### src/rtl/core/mtpe_pkg.sv
// Shared types and constants for the max-based tuple pairing encoder.
package mtpe_pkg;

    localparam int CODE_BITS        = 60;
    localparam int FIELD_BITS       = 15;
    localparam int FIELD_COUNT      = 4;
    localparam int LEN_FIELD_BITS   = 3;
    localparam int LEN_BITS         = 4;
    localparam int PIVOT_BITS       = 3;
    localparam int DEF_MAX_TUPLE    = 4;
    localparam int DEF_ELEMENT_BITS = 15;

    typedef struct packed {
        logic                  vld;
        logic [LEN_BITS-1:0]   len;
        logic [PIVOT_BITS-1:0] pivot;
    } mtpe_ctl_t;

endpackage

### src/rtl/core/mtpe_max_cell.sv
// One cell of the maximum search chain, covering a single tuple position.
module mtpe_max_cell
    import mtpe_pkg::*;
#(
    parameter int IDX          = 0,
    parameter int MAX_TUPLE    = DEF_MAX_TUPLE,
    parameter int ELEMENT_BITS = DEF_ELEMENT_BITS
)
(
    input  logic                              clk,
    input  logic                              rst_n,
    input  mtpe_ctl_t                         ctl_in,
    input  logic [MAX_TUPLE*ELEMENT_BITS-1:0] elems_in,
    input  logic [ELEMENT_BITS-1:0]           beta_in,
    output mtpe_ctl_t                         ctl_out,
    output logic [MAX_TUPLE*ELEMENT_BITS-1:0] elems_out,
    output logic [ELEMENT_BITS-1:0]           beta_out
);

    logic                              vld_reg;
    logic [LEN_BITS-1:0]               len_reg;
    logic [PIVOT_BITS-1:0]             pivot_reg;
    logic [PIVOT_BITS-1:0]             pivot_next;
    logic [ELEMENT_BITS-1:0]           beta_reg;
    logic [ELEMENT_BITS-1:0]           beta_next;
    logic [MAX_TUPLE*ELEMENT_BITS-1:0] elems_reg;
    logic [ELEMENT_BITS-1:0]           elem;
    logic                              take;

    assign elem = elems_in[IDX*ELEMENT_BITS +: ELEMENT_BITS];
    assign take = (LEN_BITS'(IDX) < ctl_in.len) && (elem > beta_in);

    always_comb
    begin
        beta_next  = take ? elem : beta_in;
        pivot_next = take ? PIVOT_BITS'(IDX) : ctl_in.pivot;
    end

    always_ff @(posedge clk or negedge rst_n)
    begin
        if (!rst_n)
        begin
            vld_reg <= 1'b0;
        end
        else
        begin
            vld_reg <= ctl_in.vld;
        end
    end

    always_ff @(posedge clk)
    begin
        len_reg   <= ctl_in.len;
        pivot_reg <= pivot_next;
        beta_reg  <= beta_next;
        elems_reg <= elems_in;
    end

    assign ctl_out   = '{vld: vld_reg, len: len_reg, pivot: pivot_reg};
    assign elems_out = elems_reg;
    assign beta_out  = beta_reg;

endmodule

### config.mk
export PLATFORM = sky130hd
export DESIGN_NAME = mtpe_max_cell
export DESIGN_NICKNAME = d
export VERILOG_FILES = /design/src/rtl/core/mtpe_pkg.sv /design/src/rtl/core/mtpe_max_cell.sv
export SDC_FILE = /design/constraint.sdc
export NUM_CORES = 1
export LEC_CHECK = 0
export BUFFER_PORTS_ARGS = -buffer_cell sky130_fd_sc_hd__buf_2
export CAP_MARGIN = 40
export CELL_PAD_IN_SITES_DETAIL_PLACEMENT = 0
export CELL_PAD_IN_SITES_GLOBAL_PLACEMENT = 1
export CORE_MARGIN = 2
export CORE_UTILIZATION = 29
export DETAILED_ROUTE_END_ITERATION = 10
export GPL_TIMING_DRIVEN = 0
export PLACE_DENSITY = 0.88
export SYNTH_ARGS = -nofsm -noshare
export SYNTH_HDL_FRONTEND = slang
export SYNTH_SLANG_ARGS = --single-unit
### constraint.sdc
create_clock -name clk -period 0.9 [get_ports clk]
set_clock_uncertainty 0.15 [all_clocks]
set_input_delay 0.09 -clock clk [delete_from_list [all_inputs] [get_ports clk]]
set_output_delay 0.09 -clock clk [all_outputs]
set_load 0.005 [all_outputs]
; After elaboration in Yosys (flattened, before gate mapping)
; Cells that the tools add are included.
; W data, S select, Z words.
[op_classes]
div = 0
add_sub_neg = 0
multipliers = 0
eq_ne = 0
shifts = 0
bitwise = 0
magnitude_cmp = 2
mux = 1
n_reduce_logical = 1
[op_table]
columns = operator, n
row1 = $gt A15 B15 Y1, 1
row2 = $mux W15, 1
row3 = $lt A1 B4 Y1 const A, 1
row4 = $logic_and A1 B1 Y1, 1
[word_totals]
latchBits = 0
rom_bits = 0
register_bits = 83
output_inout_bits = 83
wordCells = 9
mem_count = 0
mem_bits_rw = 0
input_bits = 85

; Depth between registers and ports, before layout
; Gate-level depths: netlist of the first run.
[logic_depth]
word_depth = 3
depth_mapped = 8
depth_no_buf = 7

; Worst setup path after synthesis of the first run
; No wires, ideal clock.
[synth_path]
path_kind = input to register
startpoint = input beta_in[2]
endpoint = register beta_reg[10], in the netlist beta_out[10]
path_slack_ns = -1.199
cell_stages = 8
arrival_ns = 1.827
setup_time_ns = 0.121
required_time_ns = 0.629
cell_sequence = inv_1 ha_1 a21oi_1 a21oi_1 o31a_1 o31ai_4 buf_8 mux2_4
[synth_between]
elab_chain_len = 3
[synth_rtl]
columns = element, line_no
row1 = "start, declared", mtpe_max_cell.sv:14  ; input logic [ELEMENT_BITS-1:0] beta_in,
row2 = $gt A15 B15 Y1, mtpe_max_cell.sv:31  ; assign take = (LEN_BITS'(IDX) < ctl_in.len) && (elem > beta_in);
row3 = $logic_and A1 B1 Y1, mtpe_max_cell.sv:31
row4 = $mux W15, mtpe_max_cell.sv:35  ; beta_next = take ? elem : beta_in;
row5 = net beta_next[10], mtpe_max_cell.sv:25  ; logic [ELEMENT_BITS-1:0] beta_next;
row6 = "end signal, assigned", mtpe_max_cell.sv:55  ; beta_reg <= beta_next;
row7 = "end, declared", mtpe_max_cell.sv:24  ; logic [ELEMENT_BITS-1:0] beta_reg;
; The timed path passes the listed nets, and every way through them passes these cells.
; A chain may end at the register's enable or synchronous reset.

; Final worst setup path of the first run
[layout_path]
startpoint = input elems_in[4]
endpoint = register beta_reg[12], in the netlist beta_out[12]
[layout_between]
elab_chain_len = 3
[layout_rtl]
columns = element, line_no
row1 = "start, declared", mtpe_max_cell.sv:13  ; input logic [MAX_TUPLE*ELEMENT_BITS-1:0] elems_in,
row2 = $gt A15 B15 Y1, mtpe_max_cell.sv:31
row3 = $logic_and A1 B1 Y1, mtpe_max_cell.sv:31
row4 = $mux W15, mtpe_max_cell.sv:35
row5 = net beta_next[12], mtpe_max_cell.sv:25
; The timed path passes the listed nets, and every way through them passes these cells.

==> results by group, run 1 <==
Synthesis
  – Part of the Yosys area used for sequential elements: 0.723
  – Async set-or-reset flop fraction in the synthesized netlist: 0.0120
  – FF+latch count, synth: 83
  – Count of different cell masters after synthesis: 22
  – Area fraction of the dominant cell type after synthesis: 0.712
  – Top post-synthesis cells by count: sky130_fd_sc_hd__dfxtp_1, sky130_fd_sc_hd__ha_1, sky130_fd_sc_hd__inv_1
  – Combined area of all synthesized cells: roughly 2300 sq um
  – Per-instance average area after synthesis: between 10 and 15 sq um
  – Area contributors post-synth: sky130_fd_sc_hd__dfxtp_1, sky130_fd_sc_hd__ha_1, sky130_fd_sc_hd__mux2_4
  – Most common cell in the synthesized netlist: sky130_fd_sc_hd__dfxtp_1
  – Gate count of the mapped netlist: about 160
  – Syn nets: about 260
  – Cell type with the highest aggregate area in the netlist: sky130_fd_sc_hd__dfxtp_1
  – Most used DFF post-synth: sky130_fd_sc_hd__dfxtp_1
  – Total of warnings raised by yosys: 0
  – Post-synth EDFFs: 0

Critical path
  – Largest stage delay, worst path: around 0.31 ns
  – CP Max Fanout: 8
  – Class of the most critical setup path: input pin to flop
  – Critical path's slowest cell: sky130_fd_sc_hd__mux2_4
  – CP arrival: between 1.5 and 2 ns
  – Ordered list of cells on the worst path: buf_8 -> ha_4 -> a211oi_2 -> nor2_1 -> o31a_1 -> o31ai_4 -> buf_8 -> mux2_4
  – Cell family with the largest share of critical-path delay: compound AO/OA/AOI/OAI gates
  – Cell type with the highest occurrence count on the critical path: sky130_fd_sc_hd__buf_8
  – Endpoint class of the critical path: flop
  – Critical Path Start Type: input pin
  – Number of buffers and inverters on the critical path: 2
  – Data required time of the critical path: a little under 1 ns

STA
  – Maximum clock rate: 599 MHz
  – Final-report hold violation count: 4
  – Worst Setup Slack, final: -0.769 ns
  – RSZ-0062 raised after global routing: true
  – Part of the cycle the worst path needs: 1.85
  – # setup viols final: slightly above 100
  – Worst slew margin: 0.735
  – Transition time at the pin with the least slew margin: between 0.3 and 0.4 ns
  – Final TNS setup: -21.73 ns
  – Worst Hold Slack: -0.153 ns
  – Number of max-slew violations in the final report: 0
  – Shortest period the worst path allows: between 1.5 and 2 ns

Power
  – Power share of the clock group: 0.307
  – Sequential Power Share: 0.520
  – Power Dens Cells: between 1500 and 2000 nW/um^2
  – Combinational power share: 0.172
  – Leakage power total: 2.21 nW
  – Switching power share of the total: 0.244
  – Worst IR Drop VDD: 0.886 mV
  – Final Total Pwr: 7.71 mW
  – Net load switching power: 1.88 mW
  – Internal power consumption: between 5 and 6 mW

Final layout
  – Final cell utilization of the core: 0.591
  – Area Growth Syn to Fin: 98.1%
  – Final Instance Count excl. Fillers: 527
  – Antenna diode count: 0
  – Max reg flops: 60
  – Layout cells sized above 1: 0.598
  – Total Nets Final: 520

Placed design
  – Total instance count after detailed placement: ~430
  – # port buffers: about 170
  – HPWL after detailed placement: ~4500 microns
  – RD Place Congestion: 0.678
  – Worst setup slack before clock tree synthesis: -1.47 ns

Floorplanning
  – I/O pin count: 168
  – Die span in x: approximately 93 microns
  – Area of the die: slightly below 9000 sq um
  – Std cell rows: 32
  – Die height: a little over 90 microns
  – Core area: roughly 7700 sq um
  – Initial Util: 0.298

Drt
  – Remaining design rule violation count: 0
  – Via total after detailed routing: between 2000 and 2500
  – ANT nets after route: 0
  – WL final: about 7200 microns
  – Drt first-iter violations: 19
  – TritonRoute pass-1 iters: 2
  – WL per Instance: 13.6 microns
  – Routed via count divided by cell count: approximately 4

GRT
  – Gr ovfl total: 0
  – First-pass GRT wire length: ~11000 microns
  – Pin count of the biggest net entering global routing: 16
  – Number of antenna violations at the first check in global routing: 0
  – Overall routing resource usage: 0.162
  – Number of global-route vias before repair: between 2000 and 2500

Status
  – Failing checks: hold timing, setup timing
  – Result of the run: finished, violations left

Clock network
  – # clock sinks: 83
  – Count of H-tree levels built during CTS: 3
  – Clock-pin slew on the worst setup and hold paths: around 0.080 ns
  – Clk buf depth: 2
  – Clock root buffer: sky130_fd_sc_hd__clkbuf_8
  – TritonCTS Buffers: 9
  – Clock tree from TritonCTS: yes

Run
  – Number of violations of the max-capacitance limit: 0

Worst hold path
  – Path class of the lowest-slack min-delay path: input pin to flop
[power by group through the flow]
stage	registers [mW]	logic (mW)	clock network, mW
6_report	4.01	1.33	2.37
5_1_grt	4.03	1.45	2.65
4_1_cts	3.99	1.23	2.45
3_5_place_dp	4.07	0.877	0
3_3_place_gp	4.06	0.863	0
2_1_floorplan	4.11	0.322	0
[what timing repair did]
item | 4_1_cts | 5_1_grt
setup buffers | 4 | 0
endpoints found under the setup margin | 101 | 101
hold buffers | 78 | 3
pin swaps | 5 | 1
resized for setup | 27 | 46
hold endpoints to repair | 84 | 7
[path summary, 6_finish.rpt]
kind,cells after the start,endpoint,from
min in group asynchronous,3,vld_reg$_DFF_PN0_,rst_n
hold / removal,2,beta_out[8]$_DFF_P_,beta_in[8]
max in group asynchronous,3,vld_reg$_DFF_PN0_,rst_n
setup / recovery,8,beta_out[12]$_DFF_P_,elems_in[4]
[placed cells by master (no fill, tap or decap)]
master	synthesis	layout
sky130_fd_sc_hd__buf_6	0	20
sky130_fd_sc_hd__nand3b_1	1	1
sky130_fd_sc_hd__ha_2	0	1
sky130_fd_sc_hd__o31a_1	1	1
sky130_fd_sc_hd__dfrtp_1	1	1
sky130_fd_sc_hd__nor4_1	1	1
sky130_fd_sc_hd__ha_1	15	8
sky130_fd_sc_hd__inv_4	0	1
sky130_fd_sc_hd__mux2_4	7	15
sky130_fd_sc_hd__buf_8	1	2
sky130_fd_sc_hd__o21ai_2	0	1
sky130_fd_sc_hd__buf_4	1	2
sky130_fd_sc_hd__o31ai_4	1	1
sky130_fd_sc_hd__clkbuf_8	0	9
sky130_fd_sc_hd__buf_2	0	148
sky130_fd_sc_hd__nand3_1	1	1
sky130_fd_sc_hd__o21a_1	1	1
sky130_fd_sc_hd__dfxtp_2	0	29
sky130_fd_sc_hd__ha_4	0	6
sky130_fd_sc_hd__dlygate4sd3_1	0	81
sky130_fd_sc_hd__a21oi_1	7	6
sky130_fd_sc_hd__nor2_1	3	3
sky130_fd_sc_hd__clkbuf_1	0	1
sky130_fd_sc_hd__o21ai_0	2	1
sky130_fd_sc_hd__inv_2	0	7
sky130_fd_sc_hd__dfxtp_1	82	53
sky130_fd_sc_hd__inv_1	15	7
sky130_fd_sc_hd__inv_6	0	2
sky130_fd_sc_hd__a211oi_2	1	1
sky130_fd_sc_hd__nand2_1	3	3
sky130_fd_sc_hd__a21oi_2	0	1
sky130_fd_sc_hd__nor3_2	0	1
sky130_fd_sc_hd__and2_2	3	3
sky130_fd_sc_hd__nand4_1	2	2
sky130_fd_sc_hd__clkinvlp_4	0	4
[through the flow]
stage	cell area, sq um	hold WS [ns]
final	4570	-0.153
after CTS	4390	-0.174
after floorplan	2350	-0.356
after detailed placement	3310	-0.285
after global routing	4570	-0.173
after global placement	3310	-0.286
[cell families after synthesis]
family                   share of synthesized area
AO/OA/AOI/OAI                               0.0413
AND/OR/NAND/NOR                             0.0353
adder cells (fa/ha/maj)                     0.0814
flip-flops                                   0.723
buffers and inverters                       0.0342
multiplexers                                0.0847
[layer usage]
layer,GRT usage,vias up,part of all wire
met5,0,-,0
met4,0.0600,0,0.020
met3,0.0685,15,0.093
met2,0.313,111,0.54
met1,0.150,940,0.34
li1,-,1041,-
[cell type report]
cell class | count | area (sq um)
Fill cell | 626 | 3160
Tap cell | 102 | 128
Buffer | 1 | 15.0
Inverter | 15 | 58.8
Sequential cell | 83 | 1700
Multi-Input combinational cell | 58 | 679
Clock buffer | 10 | 128
Timing Repair Buffer | 252 | 1810
Clock inverter | 6 | 47.5
No activity file was read; power rests on OpenSTA's default activity.
==> run 2, diff against run 1 <==
Settings changed: ABC_AREA set to 1, CORE_UTILIZATION 29 to 30, PLACE_DENSITY 0.88 to 0.89.
Clock period 0.9 ns to 1.55 ns, I/O delays scaled along.
==> run 2 against run 1 <==
Against the previous run: the run now ends clean; highest routed layer unchanged; non-clock buffer count grew 3; count of clock-buffer cells in the layout is the same; sequential cell count is the same; sequential power shrank 42%.
==> results by group, run 2 <==
Synthesis
  – Per-instance average area after synthesis: approximately 12 sq um
  – Post-synth EDFFs: 0
  – Gate count of the mapped netlist: 213
  – Combined area of all synthesized cells: 2520 sq um
  – Syn nets: roughly 310
  – FF+latch count, synth: 83
  – Async set-or-reset flop fraction in the synthesized netlist: 0.0120
  – Total of warnings raised by yosys: 0
  – Count of different cell masters after synthesis: 21
  – Area fraction of the dominant cell type after synthesis: 0.650
  – Part of the Yosys area used for sequential elements: 0.660
  – Cell type with the highest aggregate area in the netlist: sky130_fd_sc_hd__dfxtp_1
  – Area contributors post-synth: sky130_fd_sc_hd__dfxtp_1, sky130_fd_sc_hd__ha_1, sky130_fd_sc_hd__nand2_2
  – Most used DFF post-synth: sky130_fd_sc_hd__dfxtp_1
  – Most common cell in the synthesized netlist: sky130_fd_sc_hd__dfxtp_1
  – Top post-synthesis cells by count: sky130_fd_sc_hd__dfxtp_1, sky130_fd_sc_hd__nand2_1, sky130_fd_sc_hd__inv_1

Floorplanning
  – Std cell rows: 33
  – Initial Util: 0.309
  – I/O pin count: approximately 170
  – Area of the die: a little over 9000 sq um
  – Die height: roughly 96 microns
  – Die span in x: 95.7 microns
  – Core area: slightly above 8000 sq um

Critical path
  – Largest stage delay, worst path: ~0.54 ns
  – Cell family with the largest share of critical-path delay: buffers and inverters
  – Class of the most critical setup path: input pin to flop
  – Number of buffers and inverters on the critical path: 3
  – Critical path's slowest cell: sky130_fd_sc_hd__dlygate4sd3_1
  – Critical Path Start Type: input pin
  – Endpoint class of the critical path: flop
  – CP Max Fanout: 10
  – Ordered list of cells on the worst path: dlygate4sd3_1 -> buf_2 -> nor4_2 -> nor2_4 -> buf_6 -> nand3_1 -> nand2_2
  – Data required time of the critical path: between 1.5 and 2 ns
  – CP arrival: ~1.6 ns

Drt
  – WL final: 7580 microns
  – Remaining design rule violation count: 0
  – WL per Instance: 12.9 microns
  – Routed via count divided by cell count: 4.05
  – Via total after detailed routing: about 2400
  – ANT nets after route: 0
  – Drt first-iter violations: 47
  – TritonRoute pass-1 iters: 4

Clock network
  – Hold-fix buffer count after cts: 85
  – Clk buf depth: 2
  – Clock tree from TritonCTS: yes
  – Clock root buffer: sky130_fd_sc_hd__clkbuf_8
  – Setup repair bufs after CTS: 0
  – Count of H-tree levels built during CTS: 3
  – TritonCTS Buffers: 9
  – # clock sinks: 83
  – Resize count post-CTS: 0
  – Clock-pin slew on the worst setup and hold paths: ~0.08 ns

STA
  – Worst Setup Slack, final: between 0.07 and 0.08 ns
  – Number of max-slew violations in the final report: 0
  – RSZ-0062 raised after global routing: false
  – Shortest period the worst path allows: ~1.5 ns
  – Part of the cycle the worst path needs: 0.954
  – Worst Hold Slack: 0.282 ns
  – Maximum clock rate: roughly 680 MHz
  – # setup viols final: 0
  – Final-report hold violation count: 0
  – Worst slew margin: 0.766
  – Transition time at the pin with the least slew margin: about 0.35 ns
  – Final TNS setup: 0 ns

GRT
  – Gr ovfl total: 0
  – Overall routing resource usage: 0.159
  – First-pass GRT wire length: between 10000 and 15000 microns
  – Number of antenna violations at the first check in global routing: 0
  – Pin count of the biggest net entering global routing: 16
  – Number of global-route vias before repair: approximately 2400

Placed design
  – Worst setup slack before clock tree synthesis: -0.300 ns
  – RD Place Congestion: between 0.6 and 0.7
  – HPWL after detailed placement: 4640 microns
  – Area after DPL: roughly 3500 sq um
  – # port buffers: about 170

Final layout
  – Max reg flops: 60
  – Total non-filler cell area in the finished layout: 4540 sq um
  – Antenna diode count: 0
  – Highest-count cells in the layout ignoring fill and taps: sky130_fd_sc_hd__buf_2, sky130_fd_sc_hd__dlygate4sd3_1, sky130_fd_sc_hd__dfxtp_1
  – Fill cell count: 716
  – Area Growth Syn to Fin: 79.9%
  – Layout cells sized above 1: 0.464
  – Total Nets Final: ~580
  – Area occupied by multi-input gates: ~740 sq um
  – Total area of sequential cells: around 1700 sq um
  – Most common cell after layout, fill and taps aside: sky130_fd_sc_hd__buf_2

Power
  – Net load switching power: approximately 1.2 mW
  – Worst IR Drop VDD: around 0.44 mV
  – Power Dens Cells: 989 nW/um^2
  – Switching power share of the total: 0.262
  – Internal power consumption: 3.31 mW
  – Combinational power share: 0.172
  – Sequential Power Share: 0.517
  – Power share of the clock group: 0.312
  – Leakage power total: about 2.3 nW

Worst hold path
  – Path class of the lowest-slack min-delay path: input pin to flop

Status
  – Result of the run: complete, no violations

Run
  – Number of violations of the max-capacitance limit: 0
## run 2: cell count changes after synthesis, sizes merged, moves of 3 or more
cell	delta
mux2	-15
inv	+9
nand2	+52
nand3	+16
a21boi	+3
and2	-3
## run 2: tightest hold or removal path, delay by kind of cell
kind	cells	cell delay [ns]
AOI/OAI and AO/OA	1	0.13
buffers and inverters	1	0.10
and+or+nand+nor	2	0.35
## run 2: layout make-up
type	instances	share of cell area
Timing Repair Buffer	252	0.371
Clock inverter	6	0.0107
Sequential cell	83	0.367
Clock buffer	10	0.0281
Tap cell	105	0.0289
Multi-Input combinational cell	101	0.163
Buffer	4	0.0102
Inverter	25	0.0209
## run 2: power by group through the flow
stage / Combinational, mW / Clock [mW] / Sequential [mW]
final: 0.771 / 1.40 / 2.32
after global routing: 0.855 / 1.52 / 2.34
after CTS: 0.776 / 1.44 / 2.32
after detailed placement: 0.604 / 0 / 2.37
after global placement: 0.594 / 0 / 2.36
after floorplan: 0.252 / 0 / 2.40
## run 2: metal layers
layer	GRT usage	share of wire
met1	0.151	0.36
met2	0.313	0.53
met3	0.0572	0.093
met4	0.0536	0.016
met5	0	0
## run 2: logic make-up after synthesis
| logic type | after synthesis | share of synthesized area |
|---|---|---|
| buffers and inverters | 29 | 0.0560 |
| AO/OA/AOI/OAI | 8 | 0.0203 |
| AND/OR/NAND/NOR | 78 | 0.189 |
| adder cells (fa/ha/maj) | 15 | 0.0744 |
| flip-flops | 83 | 0.660 |
## run 2: stage by stage
| step | utilization | power (mW) | std cells |
|---|---|---|---|
| 4_1_cts | 0.555 | 4.53 | 586 |
| 5_1_grt | 0.555 | 4.71 | 586 |
| 3_3_place_gp | 0.430 | 2.96 | 485 |
| 3_5_place_dp | 0.430 | 2.97 | 485 |
| 2_1_floorplan | - | 2.65 | 213 |
| 6_report | 0.555 | 4.49 | 586 |
## run 2: final timing paths
check	from	endpoint	slack [ns]	cells past startpoint
min in group asynchronous	rst_n	vld_reg$_DFF_PN0_	0.52	3
hold / removal	ctl_in[6]	pivot_reg[0]$_SDFF_PP0_	0.28	4
max in group asynchronous	rst_n	vld_reg$_DFF_PN0_	0.62	3
setup / recovery	ctl_in[3]	beta_out[5]$_DFF_P_	0.07	7
==> run 3, diff against run 2 <==
Settings changed: CORE_UTILIZATION 30 to 27, PLACE_DENSITY 0.89 to 0.85.
Clock period 1.55 ns to 1.2 ns, I/O delays scaled along.
==> run 3 against run 2 <==
Against the previous run: the flow now finishes with violations (setup timing); clock power up 39%; design area up 11%; setup slack worse by 0.14 ns; hold slack worse by 0.039 ns; die area up 11%; critical path depth up 6; non-clock buffer count up 9; largest cell class unchanged.
==> results by group, run 3 (synthesized netlist as in run 2, its figures left out) <==
Critical path
  – Critical path's slowest cell: sky130_fd_sc_hd__ha_4
  – Number of buffers and inverters on the critical path: 4
  – Critical Path Start Type: input pin
  – Cell type with the highest occurrence count on the critical path: sky130_fd_sc_hd__nand2_4
  – Class of the most critical setup path: input pin to flop
  – Ordered list of cells on the worst path: buf_12 -> inv_12 -> ha_4 -> nand2_4 -> nor2_4 -> nand3_4 -> clkinv_4 -> nand2_4 -> nand2_8 -> nand2_8 -> buf_12 -> nand2_4 -> nand2_2
  – Cell family with the largest share of critical-path delay: simple AND/OR/NAND/NOR gates
  – CP Max Fanout: 5
  – CP arrival: ~1.4 ns
  – Endpoint class of the critical path: flop
  – Data required time of the critical path: roughly 1.3 ns
  – Largest stage delay, worst path: ~0.27 ns

Placed design
  – Area after DPL: between 3000 and 4000 sq um
  – RD Place Congestion: between 0.6 and 0.7
  – # port buffers: around 170
  – HPWL after detailed placement: 5020 microns
  – Worst setup slack before clock tree synthesis: -0.656 ns

Final layout
  – Final cell utilization of the core: 0.553
  – Area Growth Syn to Fin: 100%
  – Total Nets Final: 585
  – Max reg flops: 60
  – Antenna diode count: 0
  – Fill cell count: 786
  – Total non-filler cell area in the finished layout: approximately 5100 sq um
  – Layout cells sized above 1: 0.557
  – Highest-count cells in the layout ignoring fill and taps: sky130_fd_sc_hd__buf_2, sky130_fd_sc_hd__dlygate4sd3_1, sky130_fd_sc_hd__dfxtp_1
  – Most common cell after layout, fill and taps aside: sky130_fd_sc_hd__buf_2

STA
  – RSZ-0062 raised after global routing: true
  – Worst slew margin: 0.740
  – Final-report hold violation count: 0
  – Worst Setup Slack, final: -0.0705 ns
  – Transition time at the pin with the least slew margin: 0.387 ns
  – Final TNS setup: -0.757 ns
  – Part of the cycle the worst path needs: 1.06
  – Number of max-slew violations in the final report: 0
  – Maximum clock rate: slightly below 800 MHz
  – # setup viols final: 15
  – Shortest period the worst path allows: roughly 1.3 ns

Clock network
  – TritonCTS Buffers: 9
  – Clk buf depth: 2
  – # clock sinks: between 80 and 90
  – Clock-pin slew on the worst setup and hold paths: ~0.10 ns
  – Clock root buffer: sky130_fd_sc_hd__clkbuf_8
  – Count of H-tree levels built during CTS: 3
  – Clock tree from TritonCTS: yes

Drt
  – ANT nets after route: 0
  – WL per Instance: ~13 microns
  – Drt first-iter violations: 29
  – Routed via count divided by cell count: just over 4
  – Remaining design rule violation count: 0
  – Via total after detailed routing: approximately 2400
  – WL final: ~8000 microns
  – TritonRoute pass-1 iters: 4

Floorplanning
  – Std cell rows: 35
  – Core area: between 9000 and 10000 sq um
  – Initial Util: 0.276
  – I/O pin count: approximately 170
  – Die span in x: 101 microns
  – Area of the die: between 10000 and 15000 sq um
  – Die height: between 100 and 150 microns

GRT
  – Pin count of the biggest net entering global routing: 18
  – First-pass GRT wire length: approximately 12000 microns
  – Number of antenna violations at the first check in global routing: 0
  – Overall routing resource usage: 0.152
  – Number of global-route vias before repair: 2537
  – Gr ovfl total: 0

Power
  – Power Dens Cells: roughly 1200 nW/um^2
  – Leakage power total: 2.48 nW
  – Worst IR Drop VDD: between 0.5 and 0.6 mV

Status
  – Failing checks: setup timing
  – Result of the run: finished, violations left

Worst hold path
  – Path class of the lowest-slack min-delay path: input pin to flop
  – Startpoint of the lowest-slack hold path: elems_in[32]
  – Number of instances on the worst hold path: 2
  – WHS Endpoint: elems_out[32]$_DFF_P_

Run
  – Number of violations of the max-capacitance limit: 0
[run 3: report_power, final]
group / total (mW) / switching, mW / internal (mW) / leakage, nW
logic: 1.28 / 0.538 / 0.741 / 1.69
registers: 3.00 / 0.0451 / 2.95 / 0.703
clock network: 1.95 / 1.14 / 0.809 / 0.0893
[run 3: per-layer routing]
layer  vias to the layer above  share of wire  global-route usage
met4                         0          0.014              0.0464
met2                       107           0.55               0.299
met5                         -              0                   0
li1                       1210              -                   -
met3                         9          0.072              0.0409
met1                      1095           0.37               0.152
[run 3: how the worst max path moves through the flow]
| stage | startpoint | end | slack [ns] | depth (start not counted) |
|---|---|---|---|---|
| 6_report | beta_in[12] | beta_out[9]$_DFF_P_ | -0.07 | 13 |
| 5_1_grt | beta_in[12] | beta_out[5]$_DFF_P_ | -0.12 | 13 |
| 4_1_cts | beta_in[14] | beta_out[10]$_DFF_P_ | -0.08 | 13 |
| 3_5_place_dp | beta_in[12] | beta_out[10]$_DFF_P_ | -0.66 | 12 |
| 3_3_place_gp | beta_in[12] | beta_out[10]$_DFF_P_ | -0.64 | 12 |
| 2_1_floorplan | beta_in[12] | beta_out[10]$_DFF_P_ | -0.28 | 12 |
[run 3: repair_timing]
item,CTS,global route
setup endpoints to repair,19,18
buffers inserted,8,0
gates resized for setup,30,18
endpoints found under the hold margin,84,2
cloned,2,0
pin swaps,14,12
hold buffers,83,2
[run 3: final cells by class]
type                       count  area [sq um]  area share
buffer                         3          46.3     0.00915
clock buffer                   9           124      0.0245
clock inverter                 7          67.6      0.0134
inverter                      25           126      0.0250
multi-input combinational    101          1000       0.198
sequential                    83          1670       0.329
tap                          111           139      0.0275
timing repair buffer         262          1890       0.373
[run 3: stage by stage]
step                      power, mW  cells  hold WS (ns)
final                          6.22    601         0.243
after global routing           6.55    601         0.223
after CTS                      6.26    599        -0.235
after floorplan                3.50    213        -0.326
after global placement         3.94    491        -0.253
after detailed placement       3.96    491        -0.254
